$ cat src/sv/shift_cipher_rle_compressor_macros.svh
// assertion macros for the shift cipher rle compressor rtl
// no dependencies; assertions fall away when SYNTHESIS is defined
`ifndef SHIFT_CIPHER_RLE_COMPRESSOR_MACROS_SVH
`define SHIFT_CIPHER_RLE_COMPRESSOR_MACROS_SVH
`ifndef SYNTHESIS
`define SCRLE_ASSERT(lbl, clk, rst_n, prop, msg) \
    lbl: assert property (@(posedge clk) disable iff (!rst_n) prop) else $error(msg);
`define SCRLE_ASSERT_ALWAYS(lbl, clk, prop, msg) \
    lbl: assert property (@(posedge clk) prop) else $error(msg);
`else
`define SCRLE_ASSERT(lbl, clk, rst_n, prop, msg)
`define SCRLE_ASSERT_ALWAYS(lbl, clk, prop, msg)
`endif
`endif

$ cat src/sv/scrle_pkg.sv
// shared types, constants and helper functions for the shift cipher rle compressor
// no dependencies
package scrle_pkg;

    localparam int CHAR_W             = 7;
    localparam int RUN_COUNT_BITS_DEF = 16;
    localparam int QUEUE_DEPTH        = 4;

    // floor(x / 10) == (x * RECIP_TEN) >> RECIP_SHIFT for every x below 2^32
    localparam logic [31:0] RECIP_TEN   = 32'hCCCC_CCCD;
    localparam int          RECIP_SHIFT = 35;

    localparam logic [CHAR_W-1:0] ASCII_ZERO = 7'h30;

    typedef struct packed {
        logic [CHAR_W-1:0] in_char;
        logic              in_last;
    } in_item_t;

    typedef struct packed {
        logic [CHAR_W-1:0] out_char;
        logic              out_last;
    } out_item_t;

    typedef struct packed {
        logic a;
        logic b;
    } q_push_t;

    typedef struct packed {
        logic room;
        logic not_empty;
    } q_status_t;

    // decimal digits needed for the largest value of a bits-wide counter
    function automatic int dec_digits(input int bits);
        longint unsigned v;
        int              n;
        v = (64'd1 << bits) - 64'd1;
        n = 0;
        while (v > 0)
        begin
            v = v / 10;
            n = n + 1;
        end
        return n;
    endfunction

endpackage

$ cat src/sv/scrle_front.sv
// front end: shift cipher, run tracking and run close commands into the queue
// depends on scrle_pkg
module scrle_front #(
    parameter  int RUN_COUNT_BITS = scrle_pkg::RUN_COUNT_BITS_DEF,
    localparam int CW             = scrle_pkg::CHAR_W + RUN_COUNT_BITS + 1
) (
    input  logic                        clk,
    input  logic                        rst_n,
    input  logic                        cfg_wr_en,
    input  logic [scrle_pkg::CHAR_W-1:0] cfg_wr_data,
    input  logic                        char_valid,
    output logic                        char_ready,
    input  scrle_pkg::in_item_t         char_data,
    input  scrle_pkg::q_status_t        q_status,
    output scrle_pkg::q_push_t          q_push,
    output logic [CW-1:0]               push_data_a,
    output logic [CW-1:0]               push_data_b
);

    localparam logic [RUN_COUNT_BITS-1:0] LEN_MAX = {RUN_COUNT_BITS{1'b1}};
    localparam logic [RUN_COUNT_BITS-1:0] LEN_ONE = RUN_COUNT_BITS'(1);

    logic [scrle_pkg::CHAR_W-1:0] shift_reg, shift_next;
    logic [scrle_pkg::CHAR_W-1:0] run_symbol_reg, run_symbol_next;
    logic [RUN_COUNT_BITS-1:0]    run_length_reg, run_length_next;
    logic                         run_open_reg, run_open_next;

    logic                         accept;
    logic [scrle_pkg::CHAR_W-1:0] sym_s;
    logic                         cont;
    logic                         close_a;
    logic [scrle_pkg::CHAR_W-1:0] cur_sym;
    logic [RUN_COUNT_BITS-1:0]    cur_len;

    assign char_ready = q_status.room;
    assign accept     = char_valid && char_ready;

    // 7-bit add wraps modulo 128
    assign sym_s   = char_data.in_char + shift_reg;
    assign cont    = run_open_reg && (sym_s == run_symbol_reg) && (run_length_reg != LEN_MAX);
    assign close_a = run_open_reg && !cont;
    assign cur_sym = cont ? run_symbol_reg : sym_s;
    assign cur_len = cont ? (run_length_reg + LEN_ONE) : LEN_ONE;

    // a closed run always goes first; the flushed run follows when both occur
    assign q_push.a    = accept && (close_a || char_data.in_last);
    assign q_push.b    = accept && close_a && char_data.in_last;
    assign push_data_a = close_a ? {run_symbol_reg, run_length_reg, 1'b0}
                                 : {cur_sym, cur_len, 1'b1};
    assign push_data_b = {cur_sym, cur_len, 1'b1};

    always_comb
    begin
        shift_next      = cfg_wr_en ? cfg_wr_data : shift_reg;
        run_symbol_next = run_symbol_reg;
        run_length_next = run_length_reg;
        run_open_next   = run_open_reg;
        if (accept)
        begin
            if (char_data.in_last)
            begin
                run_symbol_next = '0;
                run_length_next = '0;
                run_open_next   = 1'b0;
            end
            else
            begin
                run_symbol_next = cur_sym;
                run_length_next = cur_len;
                run_open_next   = 1'b1;
            end
        end
    end

    always_ff @(posedge clk or negedge rst_n)
    begin
        if (!rst_n)
        begin
            shift_reg      <= '0;
            run_symbol_reg <= '0;
            run_length_reg <= '0;
            run_open_reg   <= 1'b0;
        end
        else
        begin
            shift_reg      <= shift_next;
            run_symbol_reg <= run_symbol_next;
            run_length_reg <= run_length_next;
            run_open_reg   <= run_open_next;
        end
    end

endmodule

$ cat src/sv/scrle_queue.sv
// four-entry command queue between front and back, up to two pushes per cycle
// depends on scrle_pkg and shift_cipher_rle_compressor_macros.svh
`include "shift_cipher_rle_compressor_macros.svh"
module scrle_queue #(
    parameter  int RUN_COUNT_BITS = scrle_pkg::RUN_COUNT_BITS_DEF,
    localparam int CW             = scrle_pkg::CHAR_W + RUN_COUNT_BITS + 1
) (
    input  logic                 clk,
    input  logic                 rst_n,
    input  scrle_pkg::q_push_t   q_push,
    input  logic [CW-1:0]        push_data_a,
    input  logic [CW-1:0]        push_data_b,
    input  logic                 pop,
    output scrle_pkg::q_status_t q_status,
    output logic [CW-1:0]        head_data
);

    localparam int DEPTH = scrle_pkg::QUEUE_DEPTH;
    localparam int PW    = $clog2(DEPTH);
    localparam int NW    = $clog2(DEPTH + 1);

    logic [CW-1:0] slot_reg [DEPTH];
    logic [PW-1:0] wr_ptr_reg, wr_ptr_next;
    logic [PW-1:0] rd_ptr_reg, rd_ptr_next;
    logic [NW-1:0] count_reg, count_next;
    logic [NW-1:0] push_n;

    assign push_n = NW'(q_push.a) + NW'(q_push.b);

    assign q_status.room      = (count_reg <= NW'(DEPTH - 2));
    assign q_status.not_empty = (count_reg != '0);
    assign head_data          = slot_reg[rd_ptr_reg];

    always_comb
    begin
        wr_ptr_next = wr_ptr_reg + push_n[PW-1:0];
        rd_ptr_next = rd_ptr_reg + PW'(pop);
        count_next  = count_reg + push_n - NW'(pop);
    end

    for (genvar i = 0; i < DEPTH; i++)
    begin : g_slot
        always_ff @(posedge clk)
        begin
            if (q_push.a && (wr_ptr_reg == PW'(i)))
            begin
                slot_reg[i] <= push_data_a;
            end
            else if (q_push.b && ((wr_ptr_reg + PW'(1)) == PW'(i)))
            begin
                slot_reg[i] <= push_data_b;
            end
        end
    end

    always_ff @(posedge clk or negedge rst_n)
    begin
        if (!rst_n)
        begin
            wr_ptr_reg <= '0;
            rd_ptr_reg <= '0;
            count_reg  <= '0;
        end
        else
        begin
            wr_ptr_reg <= wr_ptr_next;
            rd_ptr_reg <= rd_ptr_next;
            count_reg  <= count_next;
        end
    end

    `SCRLE_ASSERT_ALWAYS(a_count_bound, clk, !rst_n || (count_reg <= NW'(DEPTH)), "queue count overflow")
    `SCRLE_ASSERT(a_no_pop_empty, clk, rst_n, pop |-> (count_reg != '0), "pop from empty queue")
    `SCRLE_ASSERT(a_push_lands, clk, rst_n, (q_push.a && !pop) |=> (count_reg != '0), "push lost")

endmodule

$ cat src/sv/scrle_back.sv
// back end: emits run character then, for runs longer than one, decimal run length, msd first
// depends on scrle_pkg; one shared reciprocal multiplier, used in a MUL then a DIV state per digit
module scrle_back #(
    parameter  int RUN_COUNT_BITS = scrle_pkg::RUN_COUNT_BITS_DEF,
    localparam int CW             = scrle_pkg::CHAR_W + RUN_COUNT_BITS + 1
) (
    input  logic                 clk,
    input  logic                 rst_n,
    input  scrle_pkg::q_status_t q_status,
    input  logic [CW-1:0]        head_data,
    output logic                 pop,
    output logic                 code_valid,
    input  logic                 code_ready,
    output scrle_pkg::out_item_t code_data
);

    localparam int N   = RUN_COUNT_BITS;
    localparam int PRW = N + 32;
    localparam int DW  = scrle_pkg::dec_digits(N);
    localparam int DIW = $clog2(DW);

    localparam logic [1:0] ST_IDLE = 2'd0;
    localparam logic [1:0] ST_MUL  = 2'd1;
    localparam logic [1:0] ST_DIV  = 2'd2;
    localparam logic [1:0] ST_DIG  = 2'd3;

    logic [1:0]                   state_reg, state_next;
    logic                         last_reg, last_next;
    logic [N-1:0]                 x_reg, x_next;
    logic [PRW-1:0]               prod_reg;
    logic [DIW-1:0]               wr_reg, wr_next;
    logic [DIW-1:0]               ptr_reg, ptr_next;
    logic [3:0]                   digit_mem [DW];
    logic                         out_valid_reg, out_valid_next;
    logic [scrle_pkg::CHAR_W-1:0] out_char_reg, out_char_next;
    logic                         out_last_reg, out_last_next;

    logic [scrle_pkg::CHAR_W-1:0] h_sym;
    logic [N-1:0]                 h_len;
    logic                         h_last;
    logic                         can_emit;
    logic                         load_out;
    logic                         dig_we;
    logic [DIW-1:0]               dig_wa;
    logic [3:0]                   dig_wd;
    logic [PRW-1:0]               shifted;
    logic [N-1:0]                 quot;
    logic [N+3:0]                 tenq;
    logic [N+3:0]                 rem_w;

    assign h_sym  = head_data[CW-1 -: scrle_pkg::CHAR_W];
    assign h_len  = head_data[N:1];
    assign h_last = head_data[0];

    assign can_emit = !out_valid_reg || code_ready;

    // divide by ten through the registered reciprocal product
    assign shifted = prod_reg >> scrle_pkg::RECIP_SHIFT;
    assign quot    = shifted[N-1:0];
    assign tenq    = ((N+4)'(quot) << 3) + ((N+4)'(quot) << 1);
    assign rem_w   = (N+4)'(x_reg) - tenq;

    always_comb
    begin
        state_next    = state_reg;
        last_next     = last_reg;
        x_next        = x_reg;
        wr_next       = wr_reg;
        ptr_next      = ptr_reg;
        pop           = 1'b0;
        load_out      = 1'b0;
        out_char_next = out_char_reg;
        out_last_next = out_last_reg;
        dig_we        = 1'b0;
        dig_wa        = wr_reg;
        dig_wd        = rem_w[3:0];
        case (state_reg)
            ST_IDLE:
            begin
                if (q_status.not_empty && can_emit)
                begin
                    pop           = 1'b1;
                    load_out      = 1'b1;
                    out_char_next = h_sym;
                    out_last_next = h_last && (h_len == N'(1));
                    last_next     = h_last;
                    if (h_len >= N'(10))
                    begin
                        x_next     = h_len;
                        wr_next    = '0;
                        state_next = ST_MUL;
                    end
                    else if (h_len > N'(1))
                    begin
                        // single digit, no conversion
                        dig_we     = 1'b1;
                        dig_wa     = '0;
                        dig_wd     = h_len[3:0];
                        ptr_next   = '0;
                        state_next = ST_DIG;
                    end
                end
            end
            ST_MUL:
            begin
                state_next = ST_DIV;
            end
            ST_DIV:
            begin
                dig_we = 1'b1;
                x_next = quot;
                if (quot == '0)
                begin
                    ptr_next   = wr_reg;
                    state_next = ST_DIG;
                end
                else
                begin
                    wr_next    = wr_reg + DIW'(1);
                    state_next = ST_MUL;
                end
            end
            ST_DIG:
            begin
                if (can_emit)
                begin
                    load_out      = 1'b1;
                    out_char_next = scrle_pkg::ASCII_ZERO + {3'b000, digit_mem[ptr_reg]};
                    out_last_next = last_reg && (ptr_reg == '0);
                    if (ptr_reg == '0)
                    begin
                        state_next = ST_IDLE;
                    end
                    else
                    begin
                        ptr_next = ptr_reg - DIW'(1);
                    end
                end
            end
            default:
            begin
                state_next = ST_IDLE;
            end
        endcase
        out_valid_next = load_out ? 1'b1 : (code_ready ? 1'b0 : out_valid_reg);
    end

    assign code_valid         = out_valid_reg;
    assign code_data.out_char = out_char_reg;
    assign code_data.out_last = out_last_reg;

    always_ff @(posedge clk)
    begin
        prod_reg <= PRW'(x_reg) * PRW'(scrle_pkg::RECIP_TEN);
        if (dig_we)
        begin
            digit_mem[dig_wa] <= dig_wd;
        end
        if (load_out)
        begin
            out_char_reg <= out_char_next;
            out_last_reg <= out_last_next;
        end
        last_reg <= last_next;
        x_reg    <= x_next;
        wr_reg   <= wr_next;
        ptr_reg  <= ptr_next;
    end

    always_ff @(posedge clk or negedge rst_n)
    begin
        if (!rst_n)
        begin
            state_reg     <= ST_IDLE;
            out_valid_reg <= 1'b0;
        end
        else
        begin
            state_reg     <= state_next;
            out_valid_reg <= out_valid_next;
        end
    end

endmodule

$ cat src/sv/shift_cipher_rle_compressor.sv
// Shift cipher with run-length compression. Characters are accepted at one per clock while
// the command queue has two free entries; each is shifted modulo 128 by the value written on
// cfg_wr_data, and runs of equal characters are closed into commands. The back end sends the
// run character, then for a run of 2 to 9 its single length digit, or for a longer run the
// digits from the shared divide-by-ten multiplier (a MUL and a DIV state per digit), msd first.
// Output is registered; a closed run enters the queue and then loads the output register.
// top level; depends on scrle_pkg, scrle_front, scrle_queue and scrle_back
module shift_cipher_rle_compressor #(
    parameter int RUN_COUNT_BITS = scrle_pkg::RUN_COUNT_BITS_DEF
) (
    input  logic                         clk,
    input  logic                         rst_n,
    input  logic                         cfg_wr_en,
    input  logic [scrle_pkg::CHAR_W-1:0] cfg_wr_data,
    input  logic                         char_valid,
    output logic                         char_ready,
    input  scrle_pkg::in_item_t          char_data,
    output logic                         code_valid,
    input  logic                         code_ready,
    output scrle_pkg::out_item_t         code_data
);

    localparam int CW = scrle_pkg::CHAR_W + RUN_COUNT_BITS + 1;

    scrle_pkg::q_push_t   q_push;
    scrle_pkg::q_status_t q_status;
    logic [CW-1:0]        push_data_a;
    logic [CW-1:0]        push_data_b;
    logic [CW-1:0]        head_data;
    logic                 pop;

    scrle_front #(
        .RUN_COUNT_BITS (RUN_COUNT_BITS)
    ) u_front (
        .clk         (clk),
        .rst_n       (rst_n),
        .cfg_wr_en   (cfg_wr_en),
        .cfg_wr_data (cfg_wr_data),
        .char_valid  (char_valid),
        .char_ready  (char_ready),
        .char_data   (char_data),
        .q_status    (q_status),
        .q_push      (q_push),
        .push_data_a (push_data_a),
        .push_data_b (push_data_b)
    );

    scrle_queue #(
        .RUN_COUNT_BITS (RUN_COUNT_BITS)
    ) u_queue (
        .clk         (clk),
        .rst_n       (rst_n),
        .q_push      (q_push),
        .push_data_a (push_data_a),
        .push_data_b (push_data_b),
        .pop         (pop),
        .q_status    (q_status),
        .head_data   (head_data)
    );

    scrle_back #(
        .RUN_COUNT_BITS (RUN_COUNT_BITS)
    ) u_back (
        .clk        (clk),
        .rst_n      (rst_n),
        .q_status   (q_status),
        .head_data  (head_data),
        .pop        (pop),
        .code_valid (code_valid),
        .code_ready (code_ready),
        .code_data  (code_data)
    );

endmodule
$ cat config.mk
export PLATFORM = sky130hd
export DESIGN_NAME = shift_cipher_rle_compressor
export DESIGN_NICKNAME = d
export VERILOG_FILES = /design/src/sv/scrle_pkg.sv /design/src/sv/scrle_front.sv /design/src/sv/scrle_queue.sv /design/src/sv/scrle_back.sv /design/src/sv/shift_cipher_rle_compressor.sv
export VERILOG_INCLUDE_DIRS = /design/src /design/src/sv
export SDC_FILE = /design/constraint.sdc
export NUM_CORES = 1
export LEC_CHECK = 0
export BUFFER_PORTS_ARGS = -buffer_cell sky130_fd_sc_hd__clkbuf_2
export CAP_MARGIN = 20
export CORE_MARGIN = 2
export CORE_UTILIZATION = 39
export DETAILED_ROUTE_END_ITERATION = 10
export HOLD_SLACK_MARGIN = 0.15
export PLACE_DENSITY = 0.52
export SLEW_MARGIN = 30
export SYNTH_ARGS = -nofsm -noshare
export SYNTH_HDL_FRONTEND = slang
export SYNTH_SLANG_ARGS = --single-unit
export TNS_END_PERCENT = 20
$ cat constraint.sdc
create_clock -name clk -period 8.36 [get_ports clk]
set_clock_uncertainty 0.1 [all_clocks]
set_input_delay 1.672 -clock clk [delete_from_list [all_inputs] [get_ports clk]]
set_output_delay 1.672 -clock clk [all_outputs]
set_load 0.01 [all_outputs]
==> metrics <==
Boundary Pins 30; number of filler cells placed in the layout between 3k and 4k; number of hold-slack violations in the final timing report 0; buffer depth of the longest clock path 3; vertical die dimension 197 µm; NumNets Final approximately 1.5k; vias in the first global route 9516; Max Cap Violations 0; maximum level of the CTS H-tree 1; initial core utilization between 30% and 40%; critical register-to-register path startpoint u_back.x_reg[1]; data arrival at the endpoint of the critical path ~6900 ps; fraction of synthesized cell area taken by the top area cell type 30.3%; flip-flop count of the largest register after layout 96; number of search-and-repair iterations in the first detailed-routing pass 5; clk root buf sky130_fd_sc_hd__clkbuf_16; initial antenna violation count 0; total routing resource utilization after global routing 17.5%; total of buffers placed on input and output ports 29; synthesized flop and latch total 204; post-synth net total around 1.5k; met1 wire length 15.2 mm; cell type with the highest aggregate area in the netlist sky130_fd_sc_hd__edfxtp_1; startpoint of the most critical hold path u_front.shift_reg[3]; core outline area 36500 µm²; category of the worst setup path capture point flip-flop; post-detailed-placement half-perimeter wirelength 24.6 mm; post-synthesis instance area ~14000 µm²; Residual DRC 0; clock slew seen by the registers of the worst setup and hold paths 60 ps; first-pass GRT wire length around 53 mm; global placement routability congestion ~0.83; CP max FO 7; clock latency reported for the late side of the worst-skew pair between 500 and 600 ps; Worst-Margin Slew ~1000 ps; reg-to-reg critical path endpoint u_back.prod_reg[46]; clock tree from TritonCTS yes; quantity of gates resized following cts 0; number of endpoints failing setup at the final stage 0; Sinks on Clock Net 204; vias per inst a little over 5; vias approximately 9k; setup repair after global routing missed its margin false; required time reported for the critical path endpoint between 8000 and 9000 ps; register area share after synthesis 39.8%; antenna diode count 0; final number of max-transition violations 0; largest net degree at the start of global routing 42; Worst Reg-to-Reg Cells 19; Syn-to-layout area delta 10.1%; cell with the most instances after synthesis sky130_fd_sc_hd__inv_1; Row Count 70; share of final-layout standard cells stronger than drive strength 1 about an eighth; Hold WC Path Type reg2reg; horizontal extent of the die roughly 200 µm; depth of the worst hold-timing path 1; die outline area approximately 39000 µm²; hold buffer count at CTS 0; residual overflow from global routing 0; crit start category flip-flop; Post-CTS Repair Setup Buffers 0; Routed WL between 30 and 40 mm; final worst-path cycle share between 70% and 80%; Yosys Warn Count 0; critical path start-end classification reg2reg; min Tclk post-route approximately 6600 ps; share of flip-flops with an asynchronous set or reset about 20%; endpoint with the worst hold slack u_front.shift_reg[3]; maximum achievable frequency roughly 0.15 GHz; instance count of the mapped netlist between 1k and 1.5k; max-slew headroom at the worst pin 33.0%; cell types occupying the most area after synthesis sky130_fd_sc_hd__edfxtp_1 30%, sky130_fd_sc_hd__ha_1 13%, sky130_fd_sc_hd__fa_1 12%; count of nets left with antenna violations after detail routing 0; Syn Area/Cell ~12 µm²; number of buffers created by CTS 24; status completed; WL met3 835 µm; most common library cells after synthesis 193 x sky130_fd_sc_hd__inv_1, 153 x sky130_fd_sc_hd__ha_1, 146 x sky130_fd_sc_hd__edfxtp_1; number of library cell types mapped by synthesis 70; number of enable-type register cells in the synthesized netlist roughly 150; final total negative setup slack 0 ps; routed wirelength normalized by instance count between 15 and 20 µm; met2 WL post-DR around 16 mm; 1st-iter DRT viols about 520; internal reg-to-reg setup slack approximately 1800 ps; most instantiated flip-flop cell in the synthesis netlist sky130_fd_sc_hd__edfxtp_1; top metal layer carrying routed signals met4
[worst max-delay path by stage]
stage | to | startpoint | cells past startpoint | slack (ps)
2_1_floorplan | u_queue.slot_reg[3][0] | char_data[1] | 12 | 2130
3_3_place_gp | u_queue.count_reg[2] | char_data[1] | 17 | 1940
3_5_place_dp | u_back.prod_reg[46] | u_back.x_reg[8] | 19 | 1810
4_1_cts | u_back.prod_reg[46] | u_back.x_reg[8] | 19 | 1800
5_1_grt | u_back.prod_reg[46] | u_back.x_reg[1] | 19 | 1260
6_report | u_back.prod_reg[46] | u_back.x_reg[1] | 19 | 1800
[placed cells by master, fill, tap and decap left out, drive strengths merged, types with 6 or more instances in the layout]
master and instances:
a21o 50, a21oi 38, a22o 12, a31oi 11
and2 8, and3 14, buf 9, clkbuf 56
clkinv 11, dfrtp 41, dfxtp 17, edfxtp 146
fa 84, ha 153, inv 193, mux2 26
mux2i 7, mux4 28, nand2 95, nand2b 11
nand3 19, nand4 10, nor2 48, nor2b 6
nor3 7, nor4 16, o21a 8, o21ai 39
o31ai 8, or3 8, xnor2 28, xor2 21
[cell type report]
type	instances	area, µm²	area share, %
Timing Repair Buffer	38	213	1.34
Sequential cell	204	5750	36.1
Multi-Input combinational cell	811	7830	49.2
Tap cell	468	586	3.68
Inverter	193	724	4.55
Clock inverter	17	199	1.25
Clock buffer	27	612	3.85
[critical path: stages, from the launching register on]
cell and delay [ps]:
sky130_fd_sc_hd__edfxtp_1 510, sky130_fd_sc_hd__ha_1 350, sky130_fd_sc_hd__inv_1 50, sky130_fd_sc_hd__fa_1 520, sky130_fd_sc_hd__inv_1 100, sky130_fd_sc_hd__fa_1 510
sky130_fd_sc_hd__fa_1 490, sky130_fd_sc_hd__inv_1 60, sky130_fd_sc_hd__fa_1 580, sky130_fd_sc_hd__inv_1 70, sky130_fd_sc_hd__fa_1 470, sky130_fd_sc_hd__ha_1 340
sky130_fd_sc_hd__a2111oi_0 460, sky130_fd_sc_hd__nand2_1 110, sky130_fd_sc_hd__a31oi_1 150, sky130_fd_sc_hd__o211ai_1 230, sky130_fd_sc_hd__a32oi_1 470, sky130_fd_sc_hd__a31oi_1 300
sky130_fd_sc_hd__o21a_1 290, sky130_fd_sc_hd__o311ai_0 280
[metal layers]
layer  vias to the layer above  global-route usage (%)
li1                       4431                       -
met2                       129                    29.7
met1                      4338                    24.0
met4                         0                    4.29
met5                         -                       0
met3                        40                    1.92
[logic make-up after synthesis]
logic type,count (synthesis),share of synthesized area (%)
adder cells (fa/ha/maj),237,24.9
XOR/XNOR,50,3.13
flip-flops,204,39.8
AND/OR/NAND/NOR,254,8.59
AO/OA/AOI/OAI,209,10.2
buffers and inverters,240,6.50
multiplexers,61,6.87
[stage by stage]
stage	hold slack, ps	setup slack (ps)	utilization, %	instance area, µm²	std cells
3_5_place_dp	405	1810	41.3	15100	1714
4_1_cts	419	1800	43.6	15900	1758
5_1_grt	430	1260	43.6	15900	1758
2_1_floorplan	361	2130	-	14500	1255
3_3_place_gp	397	1940	41.3	15100	1714
6_report	413	1800	43.6	15900	1758
Power is left out: the tool's default activity adds up to more than one toggle a clock period on the data nets, which glitch-free logic cannot reach.
